--- config.mk ---
export PLATFORM = sky130hd
export DESIGN_NAME = bresenham_line_rasterizer
export DESIGN_NICKNAME = d
export VERILOG_FILES = /design/src/rtl/brl_pkg.sv /design/src/rtl/bresenham_line_rasterizer.sv
export SDC_FILE = /design/constraint.sdc
export NUM_CORES = 1
export LEC_CHECK = 0
export BUFFER_PORTS_ARGS = -buffer_cell sky130_fd_sc_hd__clkbuf_2
export CAP_MARGIN = 5
export CORE_UTILIZATION = 45
export CTS_CLUSTER_DIAMETER = 60
export CTS_CLUSTER_SIZE = 12
export DETAILED_ROUTE_END_ITERATION = 12
export PLACE_DENSITY_LB_ADDON = 0.3
export SLEW_MARGIN = 10
export SYNTH_ARGS = -nofsm -noshare
export SYNTH_HDL_FRONTEND = slang
export SYNTH_SLANG_ARGS = --single-unit
--- constraint.sdc ---
create_clock -name clk -period 5.75 [get_ports clk]
set_input_delay 1.15 -clock clk [delete_from_list [all_inputs] [get_ports clk]]
set_output_delay 1.15 -clock clk [all_outputs]
set_load 0.03 [all_outputs]
--- src/rtl/brl_pkg.sv ---
// Shared constants and item types for the Bresenham line rasterizer.
package brl_pkg;

    localparam int COORD_WIDTH = 14;
    localparam int ERR_WIDTH   = COORD_WIDTH + 2;
    localparam int COLOUR_WIDTH = 8;

    localparam logic CMD_START   = 1'b0;
    localparam logic CMD_ADVANCE = 1'b1;

    typedef logic [COORD_WIDTH-1:0]  coord_t;
    typedef logic [COLOUR_WIDTH-1:0] colour_t;
    typedef logic signed [ERR_WIDTH-1:0] err_t;

    typedef struct packed {
        logic    cmd;
        coord_t  start_x;
        coord_t  start_y;
        coord_t  end_x;
        coord_t  end_y;
        colour_t line_red;
        colour_t line_green;
        colour_t line_blue;
    } brl_in_t;

    typedef struct packed {
        logic    pixel_valid;
        coord_t  pixel_x;
        coord_t  pixel_y;
        colour_t pixel_red;
        colour_t pixel_green;
        colour_t pixel_blue;
        logic    pixel_last;
    } brl_out_t;

endpackage

--- src/rtl/bresenham_line_rasterizer.sv ---
// Bresenham line rasterizer: all-octant integer line walk, one pixel per item.
//
// A start item (cmd = 0) loads both endpoints and the line colour and returns the
// first endpoint as a pixel; each advance item (cmd = 1) takes one step of the
// Bresenham walk and returns the pixel reached, with pixel_last set on the second
// endpoint, after which the line goes inactive. An advance with no active line
// returns an item with pixel_valid and every other field at zero. A start while a
// line is running abandons it. The block takes one item per clock unless stalled:
// the step logic (a doubled-error compare and one add/subtract per axis) sits between
// the walk state registers and a single output register, and the result is presented
// the cycle after the item is accepted. req_ready is low only while a result waits in
// the output register and rsp_ready is low, so throughput is set by the consumer.
module bresenham_line_rasterizer (
    input  logic               clk,
    input  logic               rst_n,
    input  logic               req_valid,
    output logic               req_ready,
    input  brl_pkg::brl_in_t   req,
    output logic               rsp_valid,
    input  logic               rsp_ready,
    output brl_pkg::brl_out_t  rsp
);
    import brl_pkg::*;

    // Walk state
    logic    line_active_reg, line_active_next;
    coord_t  current_x_reg, current_x_next;
    coord_t  current_y_reg, current_y_next;
    coord_t  target_x_reg, target_x_next;
    coord_t  target_y_reg, target_y_next;
    coord_t  span_x_reg, span_x_next;
    coord_t  span_y_reg, span_y_next;
    logic    step_x_neg_reg, step_x_neg_next;
    logic    step_y_neg_reg, step_y_neg_next;
    err_t    error_reg, error_next;
    colour_t red_reg, red_next;
    colour_t green_reg, green_next;
    colour_t blue_reg, blue_next;

    // Output register
    logic     rsp_valid_reg;
    brl_out_t rsp_reg, rsp_next;

    logic accept;

    // Step decision, one bit wider than the error term
    logic signed [ERR_WIDTH:0] doubled;
    logic signed [ERR_WIDTH:0] span_x_wide;
    logic signed [ERR_WIDTH:0] span_y_wide;
    logic step_x, step_y;
    err_t span_x_err, span_y_err;
    coord_t step_cx, step_cy;
    logic   start_last;

    assign req_ready = !rsp_valid_reg || rsp_ready;
    assign accept    = req_valid && req_ready;
    assign rsp_valid = rsp_valid_reg;
    assign rsp       = rsp_reg;

    assign doubled     = {error_reg, 1'b0};
    assign span_x_wide = $signed({{(ERR_WIDTH + 1 - COORD_WIDTH){1'b0}}, span_x_reg});
    assign span_y_wide = $signed({{(ERR_WIDTH + 1 - COORD_WIDTH){1'b0}}, span_y_reg});
    assign span_x_err  = $signed({{(ERR_WIDTH - COORD_WIDTH){1'b0}}, span_x_reg});
    assign span_y_err  = $signed({{(ERR_WIDTH - COORD_WIDTH){1'b0}}, span_y_reg});

    assign step_x = doubled > -span_y_wide;
    assign step_y = doubled < span_x_wide;

    always_comb
    begin
        line_active_next = line_active_reg;
        current_x_next   = current_x_reg;
        current_y_next   = current_y_reg;
        target_x_next    = target_x_reg;
        target_y_next    = target_y_reg;
        span_x_next      = span_x_reg;
        span_y_next      = span_y_reg;
        step_x_neg_next  = step_x_neg_reg;
        step_y_neg_next  = step_y_neg_reg;
        error_next       = error_reg;
        red_next         = red_reg;
        green_next       = green_reg;
        blue_next        = blue_reg;
        rsp_next         = '0;
        step_cx          = current_x_reg;
        step_cy          = current_y_reg;
        start_last       = (req.start_x == req.end_x) && (req.start_y == req.end_y);

        if (req.cmd == CMD_START)
        begin
            // Load a new line and emit its first endpoint
            current_x_next  = req.start_x;
            current_y_next  = req.start_y;
            target_x_next   = req.end_x;
            target_y_next   = req.end_y;
            span_x_next     = (req.end_x > req.start_x) ? req.end_x - req.start_x
                                                        : req.start_x - req.end_x;
            span_y_next     = (req.end_y > req.start_y) ? req.end_y - req.start_y
                                                        : req.start_y - req.end_y;
            step_x_neg_next = !(req.start_x < req.end_x);
            step_y_neg_next = !(req.start_y < req.end_y);
            error_next      = $signed({{(ERR_WIDTH - COORD_WIDTH){1'b0}}, span_x_next})
                            - $signed({{(ERR_WIDTH - COORD_WIDTH){1'b0}}, span_y_next});
            red_next        = req.line_red;
            green_next      = req.line_green;
            blue_next       = req.line_blue;
            line_active_next = !start_last;

            rsp_next.pixel_valid = 1'b1;
            rsp_next.pixel_x     = req.start_x;
            rsp_next.pixel_y     = req.start_y;
            rsp_next.pixel_red   = req.line_red;
            rsp_next.pixel_green = req.line_green;
            rsp_next.pixel_blue  = req.line_blue;
            rsp_next.pixel_last  = start_last;
        end
        else if (line_active_reg)
        begin
            // One Bresenham step; both axes may move together
            if (step_x)
            begin
                step_cx = step_x_neg_reg ? current_x_reg - 1'b1 : current_x_reg + 1'b1;
            end
            if (step_y)
            begin
                step_cy = step_y_neg_reg ? current_y_reg - 1'b1 : current_y_reg + 1'b1;
            end
            error_next = error_reg - (step_x ? span_y_err : '0) + (step_y ? span_x_err : '0);
            current_x_next = step_cx;
            current_y_next = step_cy;
            rsp_next.pixel_last = (step_cx == target_x_reg) && (step_cy == target_y_reg);
            line_active_next    = !rsp_next.pixel_last;

            rsp_next.pixel_valid = 1'b1;
            rsp_next.pixel_x     = step_cx;
            rsp_next.pixel_y     = step_cy;
            rsp_next.pixel_red   = red_reg;
            rsp_next.pixel_green = green_reg;
            rsp_next.pixel_blue  = blue_reg;
        end
        // else: advance with no line, all-zero result, state untouched
    end

    always_ff @(posedge clk or negedge rst_n)
    begin
        if (!rst_n)
        begin
            line_active_reg <= 1'b0;
            current_x_reg   <= '0;
            current_y_reg   <= '0;
            target_x_reg    <= '0;
            target_y_reg    <= '0;
            span_x_reg      <= '0;
            span_y_reg      <= '0;
            step_x_neg_reg  <= 1'b0;
            step_y_neg_reg  <= 1'b0;
            error_reg       <= '0;
            red_reg         <= '0;
            green_reg       <= '0;
            blue_reg        <= '0;
            rsp_valid_reg   <= 1'b0;
        end
        else
        begin
            if (accept)
            begin
                line_active_reg <= line_active_next;
                current_x_reg   <= current_x_next;
                current_y_reg   <= current_y_next;
                target_x_reg    <= target_x_next;
                target_y_reg    <= target_y_next;
                span_x_reg      <= span_x_next;
                span_y_reg      <= span_y_next;
                step_x_neg_reg  <= step_x_neg_next;
                step_y_neg_reg  <= step_y_neg_next;
                error_reg       <= error_next;
                red_reg         <= red_next;
                green_reg       <= green_next;
                blue_reg        <= blue_next;
                rsp_valid_reg   <= 1'b1;
            end
            else if (rsp_ready)
            begin
                rsp_valid_reg <= 1'b0;
            end
        end
    end

    // Result payload needs no reset
    always_ff @(posedge clk)
    begin
        if (accept)
        begin
            rsp_reg <= rsp_next;
        end
    end

endmodule

==> results_dict.tcl, run 1 <==
set metrics [dict create \
    grtUsageTotal_pct 27.0 \
    antenna_found_initial 0 \
    rsz0062_at_grt "true" \
    p_total_mw 9.91 \
    clock_power_share_pct 12.4 \
    grt-ovfl-total 0 \
    drtIter0Drc 1244 \
    worstPathMaxFanout 4 \
    grt_max_degree 101 \
    std_cell_rows 66 \
    fin_tns_setup_ns 0 \
    setup_viol 0 \
    worstHoldPathType "reg2reg" \
    power_frac_seq_pct 21.6 \
    hold_violations 0 \
    dpl_worst_slack_ns -0.00225 \
    vias 13500 \
    worst-endpoint-required_ns 6.13 \
    synth_nets 1977 \
    fin_util_pct 52.1 \
    async_flop_share_pct 70.3 \
    cts_root_buffer "clkbuf_16" \
    slew_headroom_pct 20.3 \
    power_frac_comb_pct 66.0 \
    ys_dominant_reg_cell "dfrtp_1" \
    insertion_delay_ns 0.46 \
    whs_ns 0.482 \
    synthToLayoutAreaGrowth_pct 13.6 \
    setup_ws_ns 0.150 \
    synth.avg_cell_area_um2 8.64 \
    ant_nets 0 \
    holdBufCountCts 0 \
    postRouteWirelength_mm 45.6 \
    nets 2107 \
    vias_per_cell 5.83 \
    start_kind "register" \
    core-area_mm2 0.0326 \
    diodes 0 \
    dr.pass1.iters 5 \
    layout_worst_path_cycle_share_pct 97.4 \
    place.gp.congestion 0.915 \
    fin_crit_ns 5.60 \
    hpwlAfterDp_mm 34.7 \
    netlist_instances 1730 \
    drv_cap 0 \
    htree_levels 4 \
    synthTopCellsByArea "dfrtp_1 (21%), ha_1 (12%), edfxtp_1 (11%)" \
    port-buffer-count 140 \
    synth-edff-count 54 \
    synth_top_area_share_pct 21.4 \
    post-route-drc-count 0 \
    synth_area_mm2 0.0150 \
    numCtsBuffers 17 \
    cp-end-kind "register" \
    fp.dieH_um 184 \
    grt_pass1_wl_mm 70.6 \
    p_int_mw 5.09 \
    crit_type "reg2reg" \
    powerDensity_mw_per_mm2 583 \
    ys_warn_count 0 \
    synth_seq_cells 182 \
    swShare_pct 48.7 \
    irDropWorstVdd_uv 368 \
    regArea_mm2 0.00483 \
    start_util_pct 45.8 \
    tightestPinTransition_ns 1.20 \
    power.leakage_nw 7.95 \
    clock-sinks 182 \
    multi_input_area_mm2 0.00937 \
    cts.path.max_buffers 2 \
    ios 141 \
    largest_reg_flops 54 \
    clk_pin_slew_ns 0.09 \
    status "complete, no violations" \
    fillers 3111 \
    cts_tree "built" \
    worst_ep_arrival_time_ns 5.98 \
    power_switching_mw 4.82 \
    slew_viol_final 0 \
    ys_seq_area_share_pct 32.3 \
    grt_pass1_vias 12800 \
    clock_skew_ns 0.0188 \
    wl_per_cell_um 19.7 \
    yosys.cell_types.count 90 \
    yosysTopAreaCell "dfrtp_1" \
    timing.fmax_mhz 179 \
    die_width_um 184 \
    die_area_mm2 0.0340 \
    drive_gt1_share_pct 14.5 \
]
## logic make-up (layout without fill, tap and decap cells)
group / count (synthesis) / in the layout / share of synthesized area, %
compound gates: 489 / 490 / 21.2
mux: 32 / 32 / 2.27
simple gates: 517 / 517 / 16.2
xor+xnor: 113 / 113 / 7.09
flops: 182 / 182 / 32.3
buf+inv: 235 / 377 / 6.33
fa+ha+maj: 162 / 162 / 14.6
## path summary, 6_finish.rpt
| path | end | cells past startpoint | slack, ns | from |
|---|---|---|---|---|
| setup / recovery | error_reg[14] | 23 | 0.15 | span_y_reg[9] |
| max in group asynchronous | current_y_reg[4] | 2 | 3.88 | rst_n |
| setup reg to reg | error_reg[14] | 23 | 0.15 | span_y_reg[9] |
| hold / removal | blue_reg[4] | 2 | 0.48 | blue_reg[4] |
| hold reg to reg | blue_reg[4] | 2 | 0.48 | blue_reg[4] |
| min in group asynchronous | blue_reg[1] | 1 | 0.78 | rst_n |
## cell usage in the layout, fill, tap and decap left out, drive strengths merged, types with 26 or more instances in the layout
cell type,instances
nand2,234
inv,166
clkbuf,155
ha,141
o21ai,140
dfrtp,128
a21oi,107
nor2,91
xnor2,63
edfxtp,54
o22ai,46
buf,46
xor2,45
nand3,39
nor3,31
a21o,26
## metrics by stage
| step | area, um2 | std cells |
|---|---|---|
| floorplan | 15000 | 1730 |
| global placement | 16200 | 2276 |
| detailed placement | 16200 | 2276 |
| CTS | 16800 | 2308 |
| global route | 17000 | 2315 |
| finish | 17000 | 2315 |
## layout make-up
cell class	count	area share, %
inverter	161	3.56
sequential	182	28.4
timing repair buffer	184	6.18
clock inverter	15	0.965
tap	442	3.25
multi-input combinational	1314	55.1
clock buffer	17	2.50
## timing repair
action	4_1_cts	5_1_grt
buffers inserted	0	6
pin swaps	0	7
resized for setup	1	18
cloned	0	1
endpoints found under the setup margin	1	5
## power groups by stage
stage	registers, mW	logic [mW]	clock network, mW
final	2.14	6.54	1.23
after global routing	2.18	7.24	1.29
after global placement	2.14	6.09	0
after CTS	2.12	6.30	1.24
after floorplan	2.12	4.73	0
after detailed placement	2.15	6.22	0
## Yosys cell counts, types with 12 or more instances
master / instances
a21o_1: 25
a21oi_1: 107
a22o_1: 24
and2_1: 24
clkbuf_1: 53
dfrtp_1: 128
edfxtp_1: 54
fa_1: 21
ha_1: 141
inv_1: 160
mux2i_1: 19
nand2_1: 234
nand2b_1: 19
nand3_1: 39
nand4_1: 14
nor2_1: 91
nor2b_1: 12
nor3_1: 31
o211ai_1: 15
o21ai_0: 125
o21ai_1: 14
o22ai_1: 46
xnor2_1: 63
xor2_1: 45
## critical path, cell delays in order, from the launching register on
cell	delay, ns
dfrtp_1	0.49
nor4_4	0.35
nand3_2	0.17
o41ai_2	0.23
o21ai_1	0.11
ha_1	0.20
a21o_1	0.21
a2111oi_4	0.37
o41ai_2	0.16
o31a_2	0.38
and2_1	0.18
fa_1	0.50
inv_1	0.07
fa_2	0.41
a21o_1	0.19
a21oi_2	0.19
o21bai_2	0.10
a211oi_2	0.31
o31ai_2	0.12
o41ai_2	0.30
o21ai_1	0.11
xor2_1	0.14
nand2_1	0.07
a22oi_1	0.16
## routing by layer
metal  global-route usage, %  share of wire, %
met4                    7.70               2.1
met1                    37.2                44
met3                    3.30               5.9
met5                       0                 0
met2                    44.3                48
Power figures use the tool's default switching activity.
==> inputs of run 2 (changes only) <==
--- a/config.mk
+++ b/config.mk
@@ -10,5 +10,4 @@
 export CORE_UTILIZATION = 45
 export CTS_CLUSTER_DIAMETER = 60
-export CTS_CLUSTER_SIZE = 12
 export DETAILED_ROUTE_END_ITERATION = 12
 export PLACE_DENSITY_LB_ADDON = 0.3
==> constraint.sdc (replaced) <==
create_clock -name clk -period 5.75 [get_ports clk]
set_input_delay 0.575 -clock clk [delete_from_list [all_inputs] [get_ports clk]]
set_output_delay 0.575 -clock clk [all_outputs]
set_load 0.03 [all_outputs]
==> run 2 against run 1 <==
Final cell count is 0.56% lower; worst hold slack worse by 0.38 ns; core utilization is 0.39 points lower; clock power hardly changed; final area is 0.75% lower; wire length is 2.6% lower; power is 0.38% higher.
==> results_dict.tcl, run 2 (same netlist as run 1, synthesis figures left out) <==
set metrics [dict create \
    status "complete, no violations" \
    worstHoldPathType "in2async" \
    hold_violations 0 \
    cts_tree "built" \
    grt_pass1_vias 12700 \
    dr.pass1.iters 7 \
    vias 13300 \
    ant_nets 0 \
    slowest_stage "fa_1" \
    crit_chain "nor4_4 > nand3_2 > o41ai_2 > o21ai_1 > ha_1 > a21o_1 > a2111oi_2 > o41ai_1 > o31a_2 > and2_4 > fa_1 > inv_2 > fa_2 > a21o_1 > a21oi_2 > o21bai_2 > a211oi_2 > o31ai_2 > o41ai_2 > o21ai_1 > xor2_1 > nand2_1 > a22oi_2" \
    tightestPinTransition_ns 1.25 \
    fin_crit_ns 5.44 \
    whs_ns 0.102 \
    ios 141 \
    clock_skew_ns 0.0176 \
    design_area_mm2 0.0169 \
    drive_gt1_share_pct 14.2 \
    grt_max_degree 69 \
    p_total_mw 9.95 \
    crit_type "reg2reg" \
    diodes 0 \
    r2r_start "span_y_reg[4]" \
    post-place-cells 2265 \
    worstPathMaxFanout 6 \
    die_area_mm2 0.0340 \
    post-route-drc-count 0 \
    htree_levels 4 \
    powerDensity_mw_per_mm2 590 \
    final_common_cell "nand2_1" \
    placed_cell_area_mm2 0.0162 \
    die_width_um 184 \
    port-buffer-count 140 \
    nets 2094 \
    start_kind "register" \
    postRouteWirelength_mm 44.4 \
    slew_headroom_pct 16.7 \
    irDropWorstVdd_uv 379 \
    insertion_delay_ns 0.46 \
    reg2reg_to "error_reg[14]" \
    cp-end-kind "register" \
    final_cell_mix "nand2_1 (233), inv_1 (158), clkbuf_2 (138)" \
    worst-endpoint-required_ns 6.14 \
    reg2reg_depth 23 \
    vias_per_cell 5.79 \
    layout_worst_path_cycle_share_pct 94.7 \
    cts.path.max_buffers 2 \
    synthToLayoutAreaGrowth_pct 12.8 \
    power.leakage_nw 7.88 \
    timing.fmax_mhz 184 \
    drtIter0Drc 1087 \
    clk_pin_slew_ns 0.09 \
    grtUsageTotal_pct 26.5 \
    std_cell_rows 66 \
    largest_reg_flops 54 \
    fin_tns_setup_ns 0 \
    drv_cap 0 \
    slew_viol_final 0 \
    core-area_mm2 0.0326 \
    numCtsBuffers 17 \
    worst_ep_arrival_time_ns 5.83 \
    cts_root_buffer "clkbuf_16" \
    start_util_pct 45.8 \
    antenna_found_initial 0 \
    instances_no_fill 2302 \
    setup_viol 0 \
    place.gp.congestion 0.924 \
    cpPeakStageDelay_ns 0.51 \
    grt-ovfl-total 0 \
    clock-sinks 182 \
    grt_pass1_wl_mm 69.7 \
    hpwlAfterDp_mm 33.7 \
    r2r_slack_ns 0.31 \
    fp.dieH_um 184 \
    wl_per_cell_um 19.3 \
]
## run 2: cell types whose count changed in the layout (fill, tap and decap cells not counted), sizes merged
cell	before	now
inv	166	167
buf	46	34
bufinv	1	0
o31a	5	4
clkinvlp	1	0
clkinv	8	9
## run 2: worst max-delay path by stage
stage                       start             to  slack [ns]  cells after the start
floorplan           span_y_reg[3]  error_reg[14]        0.01                     27
global placement    span_y_reg[3]  error_reg[14]        0.22                     23
detailed placement  span_y_reg[3]  error_reg[14]        0.16                     23
CTS                 span_y_reg[3]  error_reg[14]        0.16                     23
global route        span_y_reg[4]  error_reg[14]       -0.02                     24
finish              span_y_reg[4]  error_reg[14]        0.31                     23
## run 2: metal layers
| metal | part of all wire (%) | up-vias | wire length [um] | global-route usage [%] |
|---|---|---|---|---|
| li1 | - | 6386 | - | - |
| met1 | 45 | 6384 | 20100 | 36.7 |
| met2 | 46 | 500 | 20400 | 42.4 |
| met3 | 6.5 | 68 | 2900 | 4.52 |
| met4 | 2.3 | 0 | 1040 | 7.57 |
| met5 | 0 | - | 0 | 0 |
## run 2: worst max-delay path, delay by kind of cell (launching register included)
kind                       cells  cell delay [ns]
DFF                            1             0.45
adders and majority gates      3             1.05
AOI/OAI and AO/OA             14             2.87
xor gates and xnor gates       1             0.16
and+or+nand+nor                4             0.80
buffers and inverters          1             0.05
## run 2: stage by stage
| stage | setup WS, ns | utilization (%) |
|---|---|---|
| 6_report | 0.305 | 51.7 |
| 5_1_grt | -0.0245 | 51.7 |
| 4_1_cts | 0.157 | 51.4 |
| 3_5_place_dp | 0.159 | 49.6 |
| 3_3_place_gp | 0.219 | 49.6 |
| 2_1_floorplan | 0.0139 | - |
## run 2: area by class of cell
cell class                 instances  area [um2]
clock buffer                      17         425
clock inverter                    15         159
fill                            2987       15800
inverter                         161         604
multi-input combinational       1313        9340
sequential                       182        4830
tap                              442         553
timing repair buffer             172         960
## run 2: where the power goes
part / switching [mW] / leakage (nW) / internal [mW] / total [mW]
Combinational: 3.81 / 5.51 / 2.81 / 6.62
Sequential: 0.419 / 2.08 / 1.71 / 2.13
Clock: 0.619 / 0.288 / 0.581 / 1.20
Total: 4.85 / 7.88 / 5.10 / 9.95
## run 2: what timing repair did
item / CTS / global route
hold buffers: 0 / 0
gates resized for setup: 0 / 16
buffers inserted: 0 / 5
endpoints found under the setup margin: 0 / 4
==> inputs of run 3 (changes only) <==
==> constraint.sdc (replaced) <==
create_clock -name clk -period 5.75 [get_ports clk]
set_input_delay 1.4375 -clock clk [delete_from_list [all_inputs] [get_ports clk]]
set_output_delay 1.4375 -clock clk [all_outputs]
set_load 0.03 [all_outputs]
==> run 3 against run 2 <==
Sequential power is essentially flat; critical path depth grew 2; largest power group unchanged; power grew 0.78%; setup slack lost 0.16 ns; critical path type unchanged; sequential share of layout area shrank 0.76 points; non-clock buffer count grew 62; highest routed layer unchanged; clock power shrank 4%; global-route usage grew 0.70 points; sequential cell count is the same; die area is the same.
==> results_dict.tcl, run 3 (same netlist as run 1, synthesis figures left out) <==
set metrics [dict create \
    status "complete, no violations" \
    dr.pass1.iters 5 \
    instances_no_fill 2364 \
    std_cell_rows 66 \
    reg2reg_depth 25 \
    wl_per_cell_um 19.5 \
    multi_input_area_mm2 0.00938 \
    post-route-drc-count 0 \
    worst_ep_arrival_time_ns 5.98 \
    ios 141 \
    crit_top_cell "buf_4" \
    slew_viol_final 0 \
    fin_tns_setup_ns 0 \
    clock-sinks 182 \
    power.leakage_nw 8.16 \
    grt_max_degree 86 \
    cts_root_buffer "clkbuf_16" \
    grt_pass1_wl_mm 71.0 \
    setup_viol 0 \
    grt-ovfl-total 0 \
    fillers 3015 \
    start_util_pct 45.8 \
    timing.fmax_mhz 178 \
    place.gp.congestion 0.935 \
    powerDensity_mw_per_mm2 579 \
    cts_tree "built" \
    largest_reg_flops 54 \
    start_kind "register" \
    core-area_mm2 0.0326 \
    port-buffer-count 140 \
    hpwlAfterDp_mm 35.2 \
    htree_levels 4 \
    tightestPinTransition_ns 1.22 \
    hold_violations 0 \
    worstPathMaxFanout 7 \
    drv_cap 0 \
    insertion_delay_ns 0.46 \
    final_common_cell "nand2_1" \
    rsz0062_at_grt "true" \
    final_cell_mix "nand2_1 (233), inv_1 (158), ha_1 (139)" \
    postRouteWirelength_mm 46.0 \
    cpPeakStageDelay_ns 0.49 \
    die_width_um 184 \
    post-place-cells 2326 \
    clock_skew_ns 0.00991 \
    whs_ns 0.481 \
    numCtsBuffers 17 \
    worstHoldPathType "reg2reg" \
    ant_nets 0 \
    hold_depth 2 \
    layout_worst_path_cycle_share_pct 97.5 \
    fin_util_pct 53.1 \
    holdBufCountCts 0 \
    slowest_stage "fa_1" \
    regArea_mm2 0.00483 \
    drive_gt1_share_pct 16.9 \
    worst-endpoint-required_ns 6.12 \
    cts.path.max_buffers 2 \
    drtIter0Drc 983 \
    diodes 0 \
    crit_type "reg2reg" \
    fin_crit_ns 5.61 \
    antenna_found_initial 1 \
    vias 13700 \
    clk_pin_slew_ns 0.07 \
    slew_headroom_pct 18.8 \
    cp-end-kind "register" \
    die_area_mm2 0.0340 \
    p_total_mw 10.0 \
    fp.dieH_um 184 \
    grt_pass1_vias 13000 \
    vias_per_cell 5.81 \
    grtUsageTotal_pct 27.2 \
    synthToLayoutAreaGrowth_pct 15.8 \
    nets 2156 \
    irDropWorstVdd_uv 421 \
]
-- run 3: changes by cell type in the layout (fill, tap and decap cells not counted), sizes merged --
cell      change
buf          +62
clkbuf        +3
clkinvlp      +2
clkinv        -5
-- run 3: worst max-delay path, delay by kind of cell (launching register included) --
family,cells,cell delay [ns]
buffers and inverters,5,0.61
xor gates and xnor gates,2,0.20
and+or+nand+nor,5,0.87
adders and majority gates,3,1.08
AOI/OAI and AO/OA,10,2.31
DFF,1,0.42
-- run 3: path summary, 6_finish.rpt --
path,from,end,slack [ns]
max in group asynchronous,rst_n,span_y_reg[5],3.45
worst min-delay path,red_reg[1],red_reg[1],0.48
worst min register to register,red_reg[1],red_reg[1],0.48
worst max register to register,span_y_reg[5],error_reg[12],0.14
min in group asynchronous,rst_n,blue_reg[2],1.02
worst max-delay path,span_y_reg[5],error_reg[12],0.14
-- run 3: area by class of cell --
type	count	share of cell area, %
flip-flops and latches	182	27.9
repair buffers	234	8.16
clock buffers	20	2.52
clock inverters	12	0.636
multi-input cells	1313	54.1
inverters	161	3.49
well taps	442	3.19
-- run 3: report_power, final --
part | total (mW) | internal [mW] | switching, mW
logic | 6.76 | 2.91 | 3.85
registers | 2.12 | 1.71 | 0.404
clock network | 1.15 | 0.570 | 0.580
-- run 3: timing repair --
item                       in CTS  in global routing
pin swaps                       2                 17
setup endpoints to repair       3                  7
gates resized for setup         0                 23
setup buffers                   1                  5
-- run 3: metrics by stage --
step           setup slack [ns]  cell area [um2]
3_3_place_gp             -0.109            16600
3_5_place_dp             -0.149            16600
2_1_floorplan           -0.0380            15000
4_1_cts                 0.00289            17200
5_1_grt                  -0.177            17300
6_report                  0.143            17300
-- run 3: routing by layer --
metal	up-vias	GRT usage, %	wire length, um
met1	6654	37.3	20900
met3	80	4.76	2900
met4	0	10.0	1330
met2	495	42.8	20900
li1	6506	-	-
met5	-	0	0
